<file path="src/rtl/aabb_cr_pkg.sv">
// ----------------------------------------------------------------------------
// aabb_cr_pkg: shared types and helpers for the box collision resolver
// Coordinate widths, hit side codes, request/result structs, and the
// extend and saturate helpers for the widened overlap arithmetic.
// ----------------------------------------------------------------------------
package aabb_cr_pkg;

    localparam int COORD_BITS = 24;
    localparam int SIZE_BITS  = COORD_BITS - 4;
    // overlap and moved coordinates: coord + size - coord, plus one for +/- pen
    localparam int OV_BITS    = COORD_BITS + 3;

    typedef logic signed [COORD_BITS-1:0] t_coord;
    typedef logic        [SIZE_BITS-1:0]  t_size;
    typedef logic signed [OV_BITS-1:0]    t_ov;

    typedef enum logic [2:0] {
        SIDE_NONE   = 3'd0,
        SIDE_TOP    = 3'd1,
        SIDE_BOTTOM = 3'd2,
        SIDE_LEFT   = 3'd3,
        SIDE_RIGHT  = 3'd4
    } t_side;

    typedef struct packed {
        t_coord first_x;
        t_coord first_y;
        t_size  first_w;
        t_size  first_h;
        t_coord second_x;
        t_coord second_y;
        t_size  second_w;
        t_size  second_h;
        logic   either_rigid;
        logic   first_movable;
        logic   second_movable;
    } t_req;

    typedef struct packed {
        t_side  hit_side;
        t_coord first_new_x;
        t_coord first_new_y;
        t_coord second_new_x;
        t_coord second_new_y;
        logic   clear_first_speed_x;
        logic   clear_first_speed_y;
        logic   set_first_grounded;
    } t_res;

    function automatic t_ov ext_coord(input t_coord v);
        return t_ov'({{(OV_BITS-COORD_BITS){v[COORD_BITS-1]}}, v});
    endfunction

    function automatic t_ov ext_size(input t_size v);
        return t_ov'({{(OV_BITS-SIZE_BITS){1'b0}}, v});
    endfunction

    function automatic t_coord sat_coord(input t_ov v);
        logic in_range;
        in_range = (v[OV_BITS-1:COORD_BITS-1] == {(OV_BITS-COORD_BITS+1){v[OV_BITS-1]}});
        if (in_range) begin
            return t_coord'(v[COORD_BITS-1:0]);
        end else if (v[OV_BITS-1]) begin
            return t_coord'({1'b1, {(COORD_BITS-1){1'b0}}});
        end else begin
            return t_coord'({1'b0, {(COORD_BITS-1){1'b1}}});
        end
    endfunction

endpackage

</file>
<file path="src/rtl/aabb_cr_in_if.sv">
// ----------------------------------------------------------------------------
// aabb_cr_in_if: request channel of the box collision resolver
// Valid/ready handshake carrying one pair of boxes and their body flags.
// ----------------------------------------------------------------------------
interface aabb_cr_in_if import aabb_cr_pkg::*; ();
    logic   valid;
    logic   ready;
    t_coord first_x;
    t_coord first_y;
    t_size  first_w;
    t_size  first_h;
    t_coord second_x;
    t_coord second_y;
    t_size  second_w;
    t_size  second_h;
    logic   either_rigid;
    logic   first_movable;
    logic   second_movable;

    modport source (
        output valid, first_x, first_y, first_w, first_h,
               second_x, second_y, second_w, second_h,
               either_rigid, first_movable, second_movable,
        input  ready
    );

    modport sink (
        input  valid, first_x, first_y, first_w, first_h,
               second_x, second_y, second_w, second_h,
               either_rigid, first_movable, second_movable,
        output ready
    );
endinterface

</file>
<file path="src/rtl/aabb_cr_out_if.sv">
// ----------------------------------------------------------------------------
// aabb_cr_out_if: result channel of the box collision resolver
// Valid/ready handshake carrying hit side, corrected origins and flags.
// ----------------------------------------------------------------------------
interface aabb_cr_out_if import aabb_cr_pkg::*; ();
    logic        valid;
    logic        ready;
    logic [2:0]  hit_side;
    t_coord      first_new_x;
    t_coord      first_new_y;
    t_coord      second_new_x;
    t_coord      second_new_y;
    logic        clear_first_speed_x;
    logic        clear_first_speed_y;
    logic        set_first_grounded;

    modport source (
        output valid, hit_side, first_new_x, first_new_y, second_new_x,
               second_new_y, clear_first_speed_x, clear_first_speed_y,
               set_first_grounded,
        input  ready
    );

    modport sink (
        input  valid, hit_side, first_new_x, first_new_y, second_new_x,
               second_new_y, clear_first_speed_x, clear_first_speed_y,
               set_first_grounded,
        output ready
    );
endinterface

</file>
<file path="src/rtl/aabb_cr_resolve.sv">
// ----------------------------------------------------------------------------
// aabb_cr_resolve: overlap, hit side and position correction for one pair
// Computes the four overlaps, picks the smallest (top, bottom, left, right
// on ties), then pushes the boxes apart with saturation.
// ----------------------------------------------------------------------------
module aabb_cr_resolve import aabb_cr_pkg::*; (
    input  t_req i_req,
    output t_res o_res
);

    t_ov   ax, ay, bx, by;
    t_ov   ov_left, ov_right, ov_top, ov_bottom;
    t_ov   pen, half;
    t_ov   nax, nay, nbx, nby;
    t_side side;
    logic  apart;
    logic  resolve;

    always_comb begin
        ax = ext_coord(i_req.first_x);
        ay = ext_coord(i_req.first_y);
        bx = ext_coord(i_req.second_x);
        by = ext_coord(i_req.second_y);

        ov_left   = ax + ext_size(i_req.first_w)  - bx;
        ov_right  = bx + ext_size(i_req.second_w) - ax;
        ov_bottom = ay + ext_size(i_req.first_h)  - by;
        ov_top    = by + ext_size(i_req.second_h) - ay;

        // touching edges give zero overlap and count as apart
        apart = (ov_left <= 0) || (ov_right <= 0) || (ov_bottom <= 0) || (ov_top <= 0);

        pen  = ov_top;
        side = SIDE_TOP;
        if (ov_bottom < pen) begin
            pen  = ov_bottom;
            side = SIDE_BOTTOM;
        end
        if (ov_left < pen) begin
            pen  = ov_left;
            side = SIDE_LEFT;
        end
        if (ov_right < pen) begin
            pen  = ov_right;
            side = SIDE_RIGHT;
        end
        // pen > 0 whenever it is used, so the shift truncates
        half = pen >>> 1;

        resolve = !apart && i_req.either_rigid &&
                  (i_req.first_movable || i_req.second_movable);

        nax = ax;
        nay = ay;
        nbx = bx;
        nby = by;
        o_res.clear_first_speed_x = 1'b0;
        o_res.clear_first_speed_y = 1'b0;
        o_res.set_first_grounded  = 1'b0;

        if (resolve) begin
            case (side)
                SIDE_BOTTOM: begin
                    o_res.set_first_grounded = 1'b1;
                    if (i_req.first_movable) begin
                        o_res.clear_first_speed_y = 1'b1;
                        nay = ay - pen;
                    end
                    if (i_req.second_movable) nby = by + half;
                end
                SIDE_TOP: begin
                    if (i_req.first_movable) begin
                        o_res.clear_first_speed_y = 1'b1;
                        nay = ay + pen;
                    end
                    if (i_req.second_movable) nby = by - half;
                end
                SIDE_LEFT: begin
                    if (i_req.first_movable) begin
                        o_res.clear_first_speed_x = 1'b1;
                        nax = ax - pen;
                    end
                    if (i_req.second_movable) nbx = bx + half;
                end
                default: begin
                    if (i_req.first_movable) begin
                        o_res.clear_first_speed_x = 1'b1;
                        nax = ax + pen;
                    end
                    if (i_req.second_movable) nbx = bx - half;
                end
            endcase
        end

        o_res.hit_side     = apart ? SIDE_NONE : side;
        o_res.first_new_x  = sat_coord(nax);
        o_res.first_new_y  = sat_coord(nay);
        o_res.second_new_x = sat_coord(nbx);
        o_res.second_new_y = sat_coord(nby);
    end

endmodule

</file>
<file path="src/rtl/aabb_collision_resolve.sv">
// ----------------------------------------------------------------------------
// aabb_collision_resolve: minimum-penetration resolution of two boxes
// Top level: request register, resolve logic, result register.
// ----------------------------------------------------------------------------
// Usage:
//   i_req  - valid/ready request channel, one box pair per request.
//   o_res  - valid/ready result channel, exactly one result per request.
//   A request taken is held in the request register, resolved combinationally
//   from it and captured in the result register once that register is free
//   or its result is taken; o_res.valid is high after the capture.
//   Throughput is one request per cycle while o_res.ready is high: the request
//   register and the result register form a two-entry pipeline, and a new
//   request is taken while a result waits if the request register is empty.
//   The critical path is the overlap add, the three-step minimum compare and
//   the position add with saturation.
//   When o_res.ready stays low, the result holds and the pipeline fills; after
//   two requests are held, i_req.ready drops until the result is taken.
//   Reset (i_rst_n low, synchronous) empties both registers; no results are
//   pending afterwards. The block keeps no state between requests.
// ----------------------------------------------------------------------------
module aabb_collision_resolve import aabb_cr_pkg::*; (
    input  logic          i_clk,
    input  logic          i_rst_n,
    aabb_cr_in_if.sink    i_req,
    aabb_cr_out_if.source o_res
);

    t_req r_req;
    logic r_req_valid;
    t_res n_res;
    t_res r_res;
    logic r_res_valid;
    logic res_load;

    assign res_load    = r_req_valid && (!r_res_valid || o_res.ready);
    assign i_req.ready = !r_req_valid || res_load;

    always_ff @(posedge i_clk) begin
        if (!i_rst_n) begin
            r_req_valid <= 1'b0;
        end else if (i_req.ready) begin
            r_req_valid <= i_req.valid;
        end
    end

    always_ff @(posedge i_clk) begin
        if (i_req.valid && i_req.ready) begin
            r_req.first_x        <= i_req.first_x;
            r_req.first_y        <= i_req.first_y;
            r_req.first_w        <= i_req.first_w;
            r_req.first_h        <= i_req.first_h;
            r_req.second_x       <= i_req.second_x;
            r_req.second_y       <= i_req.second_y;
            r_req.second_w       <= i_req.second_w;
            r_req.second_h       <= i_req.second_h;
            r_req.either_rigid   <= i_req.either_rigid;
            r_req.first_movable  <= i_req.first_movable;
            r_req.second_movable <= i_req.second_movable;
        end
    end

    aabb_cr_resolve u_resolve (
        .i_req (r_req),
        .o_res (n_res)
    );

    always_ff @(posedge i_clk) begin
        if (!i_rst_n) begin
            r_res_valid <= 1'b0;
        end else if (!r_res_valid || o_res.ready) begin
            r_res_valid <= r_req_valid;
        end
    end

    always_ff @(posedge i_clk) begin
        if (res_load) begin
            r_res <= n_res;
        end
    end

    assign o_res.valid               = r_res_valid;
    assign o_res.hit_side            = r_res.hit_side;
    assign o_res.first_new_x         = r_res.first_new_x;
    assign o_res.first_new_y         = r_res.first_new_y;
    assign o_res.second_new_x        = r_res.second_new_x;
    assign o_res.second_new_y        = r_res.second_new_y;
    assign o_res.clear_first_speed_x = r_res.clear_first_speed_x;
    assign o_res.clear_first_speed_y = r_res.clear_first_speed_y;
    assign o_res.set_first_grounded  = r_res.set_first_grounded;

`ifndef SYNTHESIS
    a_none_no_flags: assert property (@(posedge i_clk) disable iff (!i_rst_n)
        (o_res.valid && r_res.hit_side == SIDE_NONE) |->
        (!o_res.clear_first_speed_x && !o_res.clear_first_speed_y &&
         !o_res.set_first_grounded))
        else $error("flags set without a hit");

    a_grounded_bottom: assert property (@(posedge i_clk) disable iff (!i_rst_n)
        (o_res.valid && o_res.set_first_grounded) |-> (r_res.hit_side == SIDE_BOTTOM))
        else $error("grounded without a bottom hit");

    a_one_axis_clear: assert property (@(posedge i_clk) disable iff (!i_rst_n)
        o_res.valid |-> !(o_res.clear_first_speed_x && o_res.clear_first_speed_y))
        else $error("speed cleared on both axes");

    a_full_stall: assert property (@(posedge i_clk) disable iff (!i_rst_n)
        (r_req_valid && r_res_valid && !o_res.ready) |-> !i_req.ready)
        else $error("request taken while pipeline is full");

    a_req_held: assert property (@(posedge i_clk) disable iff (!i_rst_n)
        (i_req.valid && i_req.ready) |=> r_req_valid)
        else $error("accepted request lost");
`endif

endmodule
</file>
<file path="src/flat_wrapper.sv">
// flat-port wrapper written by rule: the top's interface ports become plain ports
module aabb_collision_resolve_flat import aabb_cr_pkg::*;
  (i_clk, i_rst_n, i_req_valid, i_req_first_x, i_req_first_y, i_req_first_w, i_req_first_h, i_req_second_x, i_req_second_y, i_req_second_w, i_req_second_h, i_req_either_rigid, i_req_first_movable, i_req_second_movable, i_req_ready, o_res_valid, o_res_hit_side, o_res_first_new_x, o_res_first_new_y, o_res_second_new_x, o_res_second_new_y, o_res_clear_first_speed_x, o_res_clear_first_speed_y, o_res_set_first_grounded, o_res_ready);
  aabb_cr_in_if i_req_i ();
  aabb_cr_out_if o_res_i ();
  input  logic i_clk;
  input  logic i_rst_n;
  input wire logic [$bits(i_req_i.valid)-1:0] i_req_valid;
  input wire logic [$bits(i_req_i.first_x)-1:0] i_req_first_x;
  input wire logic [$bits(i_req_i.first_y)-1:0] i_req_first_y;
  input wire logic [$bits(i_req_i.first_w)-1:0] i_req_first_w;
  input wire logic [$bits(i_req_i.first_h)-1:0] i_req_first_h;
  input wire logic [$bits(i_req_i.second_x)-1:0] i_req_second_x;
  input wire logic [$bits(i_req_i.second_y)-1:0] i_req_second_y;
  input wire logic [$bits(i_req_i.second_w)-1:0] i_req_second_w;
  input wire logic [$bits(i_req_i.second_h)-1:0] i_req_second_h;
  input wire logic [$bits(i_req_i.either_rigid)-1:0] i_req_either_rigid;
  input wire logic [$bits(i_req_i.first_movable)-1:0] i_req_first_movable;
  input wire logic [$bits(i_req_i.second_movable)-1:0] i_req_second_movable;
  output wire logic [$bits(i_req_i.ready)-1:0] i_req_ready;
  output wire logic [$bits(o_res_i.valid)-1:0] o_res_valid;
  output wire logic [$bits(o_res_i.hit_side)-1:0] o_res_hit_side;
  output wire logic [$bits(o_res_i.first_new_x)-1:0] o_res_first_new_x;
  output wire logic [$bits(o_res_i.first_new_y)-1:0] o_res_first_new_y;
  output wire logic [$bits(o_res_i.second_new_x)-1:0] o_res_second_new_x;
  output wire logic [$bits(o_res_i.second_new_y)-1:0] o_res_second_new_y;
  output wire logic [$bits(o_res_i.clear_first_speed_x)-1:0] o_res_clear_first_speed_x;
  output wire logic [$bits(o_res_i.clear_first_speed_y)-1:0] o_res_clear_first_speed_y;
  output wire logic [$bits(o_res_i.set_first_grounded)-1:0] o_res_set_first_grounded;
  input wire logic [$bits(o_res_i.ready)-1:0] o_res_ready;
  assign i_req_i.valid = i_req_valid;
  assign i_req_i.first_x = i_req_first_x;
  assign i_req_i.first_y = i_req_first_y;
  assign i_req_i.first_w = i_req_first_w;
  assign i_req_i.first_h = i_req_first_h;
  assign i_req_i.second_x = i_req_second_x;
  assign i_req_i.second_y = i_req_second_y;
  assign i_req_i.second_w = i_req_second_w;
  assign i_req_i.second_h = i_req_second_h;
  assign i_req_i.either_rigid = i_req_either_rigid;
  assign i_req_i.first_movable = i_req_first_movable;
  assign i_req_i.second_movable = i_req_second_movable;
  assign i_req_ready = i_req_i.ready;
  assign o_res_valid = o_res_i.valid;
  assign o_res_hit_side = o_res_i.hit_side;
  assign o_res_first_new_x = o_res_i.first_new_x;
  assign o_res_first_new_y = o_res_i.first_new_y;
  assign o_res_second_new_x = o_res_i.second_new_x;
  assign o_res_second_new_y = o_res_i.second_new_y;
  assign o_res_clear_first_speed_x = o_res_i.clear_first_speed_x;
  assign o_res_clear_first_speed_y = o_res_i.clear_first_speed_y;
  assign o_res_set_first_grounded = o_res_i.set_first_grounded;
  assign o_res_i.ready = o_res_ready;
  aabb_collision_resolve u_core (.i_clk(i_clk), .i_rst_n(i_rst_n), .i_req(i_req_i), .o_res(o_res_i));
endmodule
</file>
<file path="config.mk">
export PLATFORM = sky130hd
export DESIGN_NAME = aabb_collision_resolve_flat
export DESIGN_NICKNAME = d
export VERILOG_FILES = /design/src/rtl/aabb_cr_pkg.sv /design/src/rtl/aabb_cr_in_if.sv /design/src/rtl/aabb_cr_out_if.sv /design/src/rtl/aabb_cr_resolve.sv /design/src/rtl/aabb_collision_resolve.sv /design/src/flat_wrapper.sv
export SDC_FILE = /design/constraint.sdc
export NUM_CORES = 1
export LEC_CHECK = 0
export BUFFER_PORTS_ARGS = -buffer_cell sky130_fd_sc_hd__clkbuf_2
export CORE_AREA = 2 2 254 256
export DETAILED_ROUTE_END_ITERATION = 6
export DIE_AREA = 0 0 256 258
export GPL_ROUTABILITY_DRIVEN = 1
export HOLD_SLACK_MARGIN = 0.06
export PLACE_DENSITY_LB_ADDON = 0.08
export SLEW_MARGIN = 20
export SYNTH_ARGS = -nofsm -noshare
export SYNTH_HDL_FRONTEND = slang
export SYNTH_HIERARCHICAL = 1
export SYNTH_SLANG_ARGS = --single-unit
</file>
<file path="constraint.sdc">
create_clock -name i_clk -period 40.9 [get_ports i_clk]
set_clock_uncertainty 0.2 [all_clocks]
set_input_delay 0 -clock i_clk [delete_from_list [all_inputs] [get_ports i_clk]]
set_output_delay 0 -clock i_clk [all_outputs]
set_load 0.005 [all_outputs]
</file>
# [Yosys cells after proc, flatten, opt, wreduce, memory -nomap -nowiden]
# Index checks and enable logic that the tools add are counted.
[totals] regBits=283 out_inout_bits=104
[classes] n_addsub=16 n_lt_le_gt_ge=7 eq_ne=7 n_mux=32 n_bitwise=1 reduce_logical=16
[op_table] op="$mux 27" n=15
[op_table] op="$pmux 27 s2" n=4
[op_table] op="$mux 24" n=8
[op_table] op="$le 26x1->1 const B" n=4
[op_table] op="$sub 25x24->26" n=4
[op_table] op="$add 24x21->25" n=4
[op_table] op="$add 24x26->27" n=2
[op_table] op="$add 24x27->27" n=2
[op_table] op="$lt 26x27->1" n=2
[op_table] op="$sub 24x26->27" n=2
[op_table] op="$sub 24x27->27" n=2
[op_table] op="$lt 26x26->1" n=1
[op_table] op="$eq 3x3->1" n=4
[op_table] op="$eq 3x2->1 const B" n=2
[op_table] op="$logic_or 1x1->1" n=6
[op_table] op="$mux 3" n=2
[op_table] op="$logic_and 1x1->1" n=4
[op_table] op="$eq 3x1->1 const B" n=1
[op_table] op="$logic_not 1->1" n=3
[op_table] op="$reduce_or 3->1" n=1
[op_table] op="$mux 1" n=2
[op_table] op="$mux 2" n=1
[op_table] op="$reduce_and 2->1" n=1
[op_table] op="$reduce_or 2->1" n=1
[op_table] op="$not 1->1" n=1

# [Logic depth before layout (Yosys ltp)]
# Gate-level depths: netlist (run 1).
[depth] depth_word=14 ltp_mapped=80 mapped_depth_nobuf=71

# [Hierarchy]
# The synthesis (run 1) kept the hierarchy.
[modules_own_cells] mod="aabb_cr_resolve" n_inst=1 cells_per_inst=3344 area_each_um2=22856.9
[modules_own_cells] mod="aabb_collision_resolve" n_inst=1 cells_per_inst=290 area_each_um2=8541.9

# [Worst setup path after synthesis (run 1)]
# OpenSTA, ideal clock, no wires.
[synth_path] path_kind="register to register" start="register u_core/r_req[132] (netlist name)" end="register u_core.r_res (netlist bit u_core/o_res.second_new_y[13]) (data pin)" setup_ns=0.271 t_arrival_ns=15.919 t_required_ns=40.429 setup_slack_ns=24.510 path_stages_with_launch=75 path_buffers=9 path_cell_list="edfxtp_1 -> inv_1 -> fa_1 -> fa_1 -> a211oi_1 -> o21a_1 -> o21ai_1 -> a31o_2 -> a311o_2 -> a31oi_1 -> or4b_2 -> nand3_1 -> ha_1 -> nand4_1 -> a211o_1 -> or4_1 -> nand3b_1 -> xnor2_1 -> [... 39 more ...] -> nor2b_1 -> o21a_1 -> o21ba_2 -> o21ba_2 -> a311oi_1 -> nor4_1 -> o31ai_1 -> a21oi_1 -> o21ai_0 -> a2111oi_0 -> and3_1 -> a2111oi_0 -> nor2_1 -> o21ai_0 -> nor3_1 -> nor3b_1 -> clkbuf_1 -> o21ai_0"
[synth_lines] element="start: declaration" line_no="aabb_collision_resolve.sv:28" text="t_req r_req;"
[synth_lines] element="end signal: assignment" line_no="aabb_collision_resolve.sv:77" text="r_res <= n_res;"
[synth_lines] element="end: declaration" line_no="aabb_collision_resolve.sv:31" text="t_res r_res;"

==> impl_metrics.tcl, run 1 <==
set metrics [dict create \
    n_antenna_cell 0 \
    syn_area_um2 31400 \
    worstHoldPathType "in2reg" \
    fmax_mhz 52.9 \
    top_layer "met4" \
    dp_hpwl_mm 86.4 \
    synth.largest_area_cell "edfxtp_1" \
    hold_start "o_res_ready" \
    fill_cells 5651 \
    async_flop_share_pct 0 \
    grt_pass1_vias 28714 \
    clock-sinks 283 \
    slowest_stage "a211o_1" \
    relSlewSlack_pct 20.0 \
    num_vias 29863 \
    yosys.area.top_type_share_pct 26.9 \
    yosysUniqueCellTypes 97 \
    multi_input_area_um2 20800 \
    num_rows 93 \
    coreArea_um2 63600 \
    min_period_ps 18890 \
    seq_area_um2 8480 \
    endpoint "u_core/o_res.second_new_x[21]" \
    crit_start "u_core/r_req[44]" \
    synth_edf_count 281 \
    io_pins 287 \
    antenna_found_initial 1 \
    layout-drive-gt1-share_pct 10.3 \
    met3_length_mm 7.90 \
    yosysSeqAreaShare_pct 27.0 \
    hold_viol 0 \
    worst_r2r_path_depth 65 \
    critical-path-max-stage-delay_ps 870 \
    fp.dieH_um 258 \
    wl_mm 113 \
    path_clk_slew_ps 50 \
    synth_fp_nets 4324 \
    synth_ff_type "edfxtp_1" \
    fin_crit_sh_pct 46.2 \
    grt_max_degree 69 \
    drv_cap 0 \
    root_buffer "clkbuf_16" \
    clockBufferDepth 3 \
    start_util_pct 49.3 \
    yosysWarningCount 6 \
    cp.arrival_ps 18950 \
    rsz0062_at_grt "false" \
    drv_slew 0 \
    htree_levels 2 \
    wl_met2_mm 52.0 \
    setup-violations-final 0 \
    synthCells 3634 \
    cts_made_buffers 34 \
    clk_latency_ps 580 \
    cp_num_buf_inv 9 \
    path_delay_family "compound AO/OA/AOI/OAI gates" \
    finalSetupTns_ps 0 \
    track_usage_pct 33.2 \
    avgSynthCellArea_um2 8.64 \
    worst-setup-path-type "reg2reg" \
    synth_top_cells_by_count "inv_1 (486), ha_1 (419), a21oi_1 (403)" \
    avgViaCountPerCell 5.82 \
    drc 0 \
    die_area_um2 66000 \
    status "complete, no violations" \
    gp_congestion 0.959 \
    ys_ff_latch 283 \
    ctsResizeCount 0 \
    crit_cells 65 \
    drtPass1Iterations 6 \
    grt-ovfl-total 0 \
    synth.most_common_cell "inv_1" \
    wl_per_cell_um 22.0 \
    cp_max_fo 66 \
    die_w_um 256 \
    ant_nets 0 \
    worst_pin_slew_ps 1190 \
    met1_length_mm 48.4 \
    cts_tree "built" \
    fin_nets 4943 \
    regToRegEndpoint "u_core/o_res.second_new_x[21]" \
    critPathCaptureType "flop" \
    rr_startpoint "u_core/r_req[44]" \
    reg2reg_slack_ps 22010 \
    area_delta_synth_final_pct 22.8 \
    cp.required_ps 40960 \
    grt_pass1_wl_mm 169 \
    drt-initial-drc-count 2701 \
    synth_area_leaders "edfxtp_1 (27%), ha_1 (17%), a21oi_1 (6.4%)" \
    start_kind "flop" \
    port_buffers 286 \
]
## layout make-up
class	count	area share [%]
Inverter	488	4.75
Clock inverter	14	0.428
Sequential cell	283	22.0
Multi-Input combinational cell	2757	53.8
Clock buffer	42	2.34
Timing Repair Buffer	689	13.9
Tap cell	855	2.77
## metal layers
| metal | vias up | track usage (%) |
|---|---|---|
| li1 | 14299 | - |
| met1 | 14189 | 44.0 |
| met2 | 1156 | 54.7 |
| met3 | 219 | 5.17 |
| met4 | 0 | 12.9 |
| met5 | - | 0 |
## sequential cells by signal, summed over array words and instances (netlist names)
name                              flops
u_core/o_res.clear_first_speed_y      1
u_core/o_res.clear_first_speed_x      1
u_core/o_res.set_first_grounded       1
u_core/o_res.valid                    1
u_core/o_res.first_new_x             24
u_core/r_req_valid                    1
u_core/o_res.hit_side                 3
u_core/r_req                        179
u_core/o_res.first_new_y             24
u_core/o_res.second_new_y            24
u_core/o_res.second_new_x            24
## worst min-delay path by stage
| stage | end | slack [ps] | cells after the start |
|---|---|---|---|
| finish | u_core/o_res.second_new_y[4] | 150 | 4 |
| global route | u_core/r_req_valid | 160 | 4 |
| CTS | u_core/r_req_valid | 110 | 4 |
| detailed placement | u_core/r_req[43] | -20 | 1 |
| global placement | u_core/r_req[157] | -20 | 1 |
| floorplan | u_core/r_req[0] | -100 | 0 |
## cell families after synthesis
kind of cell,count (synthesis),share of synthesized area [%]
flops,283,27.0
fa+ha+maj,508,22.3
buf+inv,594,7.16
simple gates,841,13.0
xor+xnor,193,5.45
mux,36,1.17
compound gates,1179,23.9
## what timing repair did
item / 4_1_cts / 5_1_grt
hold buffers: 363 / 0
endpoints found under the setup margin: 0 / 0
buffers inserted: 0 / 0
endpoints found under the hold margin: 226 / 0
## worst register-to-register path, delay by kind of cell (launching register included)
| family | cells | cell delay [ps] |
|---|---|---|
| compound gates | 31 | 8990 |
| simple gates | 17 | 3630 |
| buf+inv | 9 | 2870 |
| fa+ha+maj | 6 | 2070 |
| flops | 1 | 560 |
| xor+xnor | 2 | 270 |
## metrics by stage
step	hold WS [ps]	std cells	area [um^2]	setup slack [ps]	util, %
2_1_floorplan	-101	3634	31400	24510	-
3_3_place_gp	-22.9	4709	33900	22820	53.2
3_5_place_dp	-21.4	4709	33900	22580	53.2
4_1_cts	108	5128	38600	22480	60.6
5_1_grt	165	5128	38600	20850	60.6
6_report	150	5128	38600	22010	60.6
## cell usage in the layout, fill, tap and decap left out, drive strengths merged, types with 31 or more instances in the layout
| master | instances |
|---|---|
| inv | 486 |
| nor3 | 64 |
| xor2 | 49 |
| clkbuf | 328 |
| nand3 | 58 |
| a21o | 90 |
| dlygate4sd3 | 363 |
| nand2 | 185 |
| o21bai | 54 |
| xnor2 | 143 |
| nor2 | 284 |
| mux2i | 31 |
| a21oi | 403 |
| nand2b | 35 |
| fa | 88 |
| o21a | 65 |
| buf | 40 |
| a211oi | 45 |
| o22ai | 36 |
| nor2b | 34 |
| edfxtp | 281 |
| ha | 419 |
| o21ai | 227 |
Power of run 1 is not shown: default switching activity piles up to over one toggle a cycle in this logic, so the estimate is an artifact.
==> run 2, diff against run 1 <==
==> constraint.sdc (replaced) <==
create_clock -name i_clk -period 19.8 [get_ports i_clk]
set_clock_uncertainty 0.2 [all_clocks]
set_input_delay 0 -clock i_clk [delete_from_list [all_inputs] [get_ports i_clk]]
set_output_delay 0 -clock i_clk [all_outputs]
set_load 0.005 [all_outputs]
==> run 2 against run 1 <==
  * Critical path type unchanged
  * Sequential share of layout area about the same
  * Maximum frequency increased by 2.9%
  * Non-clock buffer count up 10
  * Wire length fell by 1.6%
  * Utilization about the same
==> impl_metrics.tcl, run 2 (same netlist as run 1, synthesis figures left out) <==
set metrics [dict create \
    status "complete, no violations" \
    cp.required_ps 19950 \
    root_buffer "clkbuf_16" \
    num_vias 29691 \
    grt_pass1_wl_mm 168 \
    final_cells 5139 \
    dp_hpwl_mm 85.1 \
    met2_usage_pct 54.9 \
    slowest_stage "a2111oi_0" \
    htree_levels 1 \
    fp.dieH_um 258 \
    wl_per_cell_um 21.6 \
    grt_max_degree 70 \
    cts_made_buffers 31 \
    num_rows 93 \
    fmax_mhz 54.5 \
    dp_cells 4717 \
    die_area_um2 66000 \
    n_antenna_cell 0 \
    cp_max_fo 23 \
    final_common_cell "inv_1" \
    clockBufferDepth 3 \
    worst_pin_slew_ps 1050 \
    cp.arrival_ps 18500 \
    grt-ovfl-total 0 \
    layout-drive-gt1-share_pct 10.4 \
    ctsResizeCount 0 \
    start_kind "flop" \
    rsz0062_at_grt "false" \
    crit_top_cell "o21ai_0" \
    clock-sinks 283 \
    avgViaCountPerCell 5.78 \
    drtPass1Iterations 6 \
    largest_reg_flops 179 \
    finalSetupTns_ps 0 \
    setup-violations-final 0 \
    hold_viol 0 \
    largest-register "u_core/r_req" \
    top_usage_layer "met2" \
    grt_pass1_vias 28567 \
    drc 0 \
    fin_crit_sh_pct 92.7 \
    worst-setup-path-type "reg2reg" \
    drv_slew 0 \
    antenna_found_initial 2 \
    setup_slack_ps 1450 \
    dp_slack_ps 2070 \
    fill_cells 5686 \
    critical-path-max-stage-delay_ps 860 \
    track_usage_pct 32.7 \
    start_util_pct 49.3 \
    hold_slack_ps 410 \
    met3_usage_pct 3.57 \
    min_period_ps 18350 \
    fin_nets 4950 \
    cts_tree "built" \
    relSlewSlack_pct 28.3 \
    path_clk_slew_ps 60 \
    drv_cap 0 \
    grtUsageMet1_pct 44.5 \
    ant_nets 0 \
    clk_latency_ps 640 \
    gp_congestion 0.983 \
    wl_mm 111 \
    area_delta_synth_final_pct 22.9 \
    port_buffers 286 \
    critPathCaptureType "flop" \
    layout_common_cells "inv_1 (486), ha_1 (419), a21oi_1 (401)" \
    worstHoldPathType "in2reg" \
    io_pins 287 \
    coreArea_um2 63600 \
    drt-initial-drc-count 2770 \
    die_w_um 256 \
]
run 2: critical path, delay by kind of cell, from the launching register on:
kind | cells | cell delay, ps
AND/OR/NAND/NOR | 20 | 3470
XOR/XNOR | 1 | 680
buffers and inverters | 7 | 1570
flip-flops | 1 | 550
AO/OA/AOI/OAI | 31 | 8950
adder cells (fa/ha/maj) | 7 | 2560
run 2: stage by stage:
stage          util (%)  instance area (um^2)
4_1_cts            60.6                 38600
6_report           60.6                 38600
5_1_grt            60.6                 38600
2_1_floorplan         -                 31400
3_5_place_dp       53.3                 33900
3_3_place_gp       53.3                 33900
run 2: what timing repair did:
item,in CTS,in global routing
endpoints found under the hold margin,229,0
setup buffers,0,0
hold buffers,365,0
run 2: final timing paths:
check | start | end | slack [ps] | cells after the start
worst min register to register | u_core/r_req[163] | u_core/o_res.first_new_x[8] | 630 | 2
worst min-delay path | i_req_first_h[1] | u_core/r_req[92] | 410 | 3
worst max register to register | u_core/r_req[44] | u_core/o_res.second_new_y[3] | 1450 | 66
worst max-delay path | u_core/r_req[44] | u_core/o_res.second_new_y[3] | 1450 | 66
run 2: layout make-up:
class,count,area (um^2),share of cell area [%]
repair buffers,699,5450,14.1
multi-input cells,2757,20800,53.8
clock buffers,37,798,2.07
inverters,488,1830,4.75
clock inverters,20,193,0.500
well taps,855,1070,2.77
flip-flops and latches,283,8480,22.0
run 2: metal layers:
metal | share of wire [%] | wire (um)
met4 | 3.2 | 3590
met3 | 6.4 | 7130
met5 | 0 | 0
met2 | 47 | 51900
met1 | 44 | 48400
Power of run 2 is left out for the same reason.
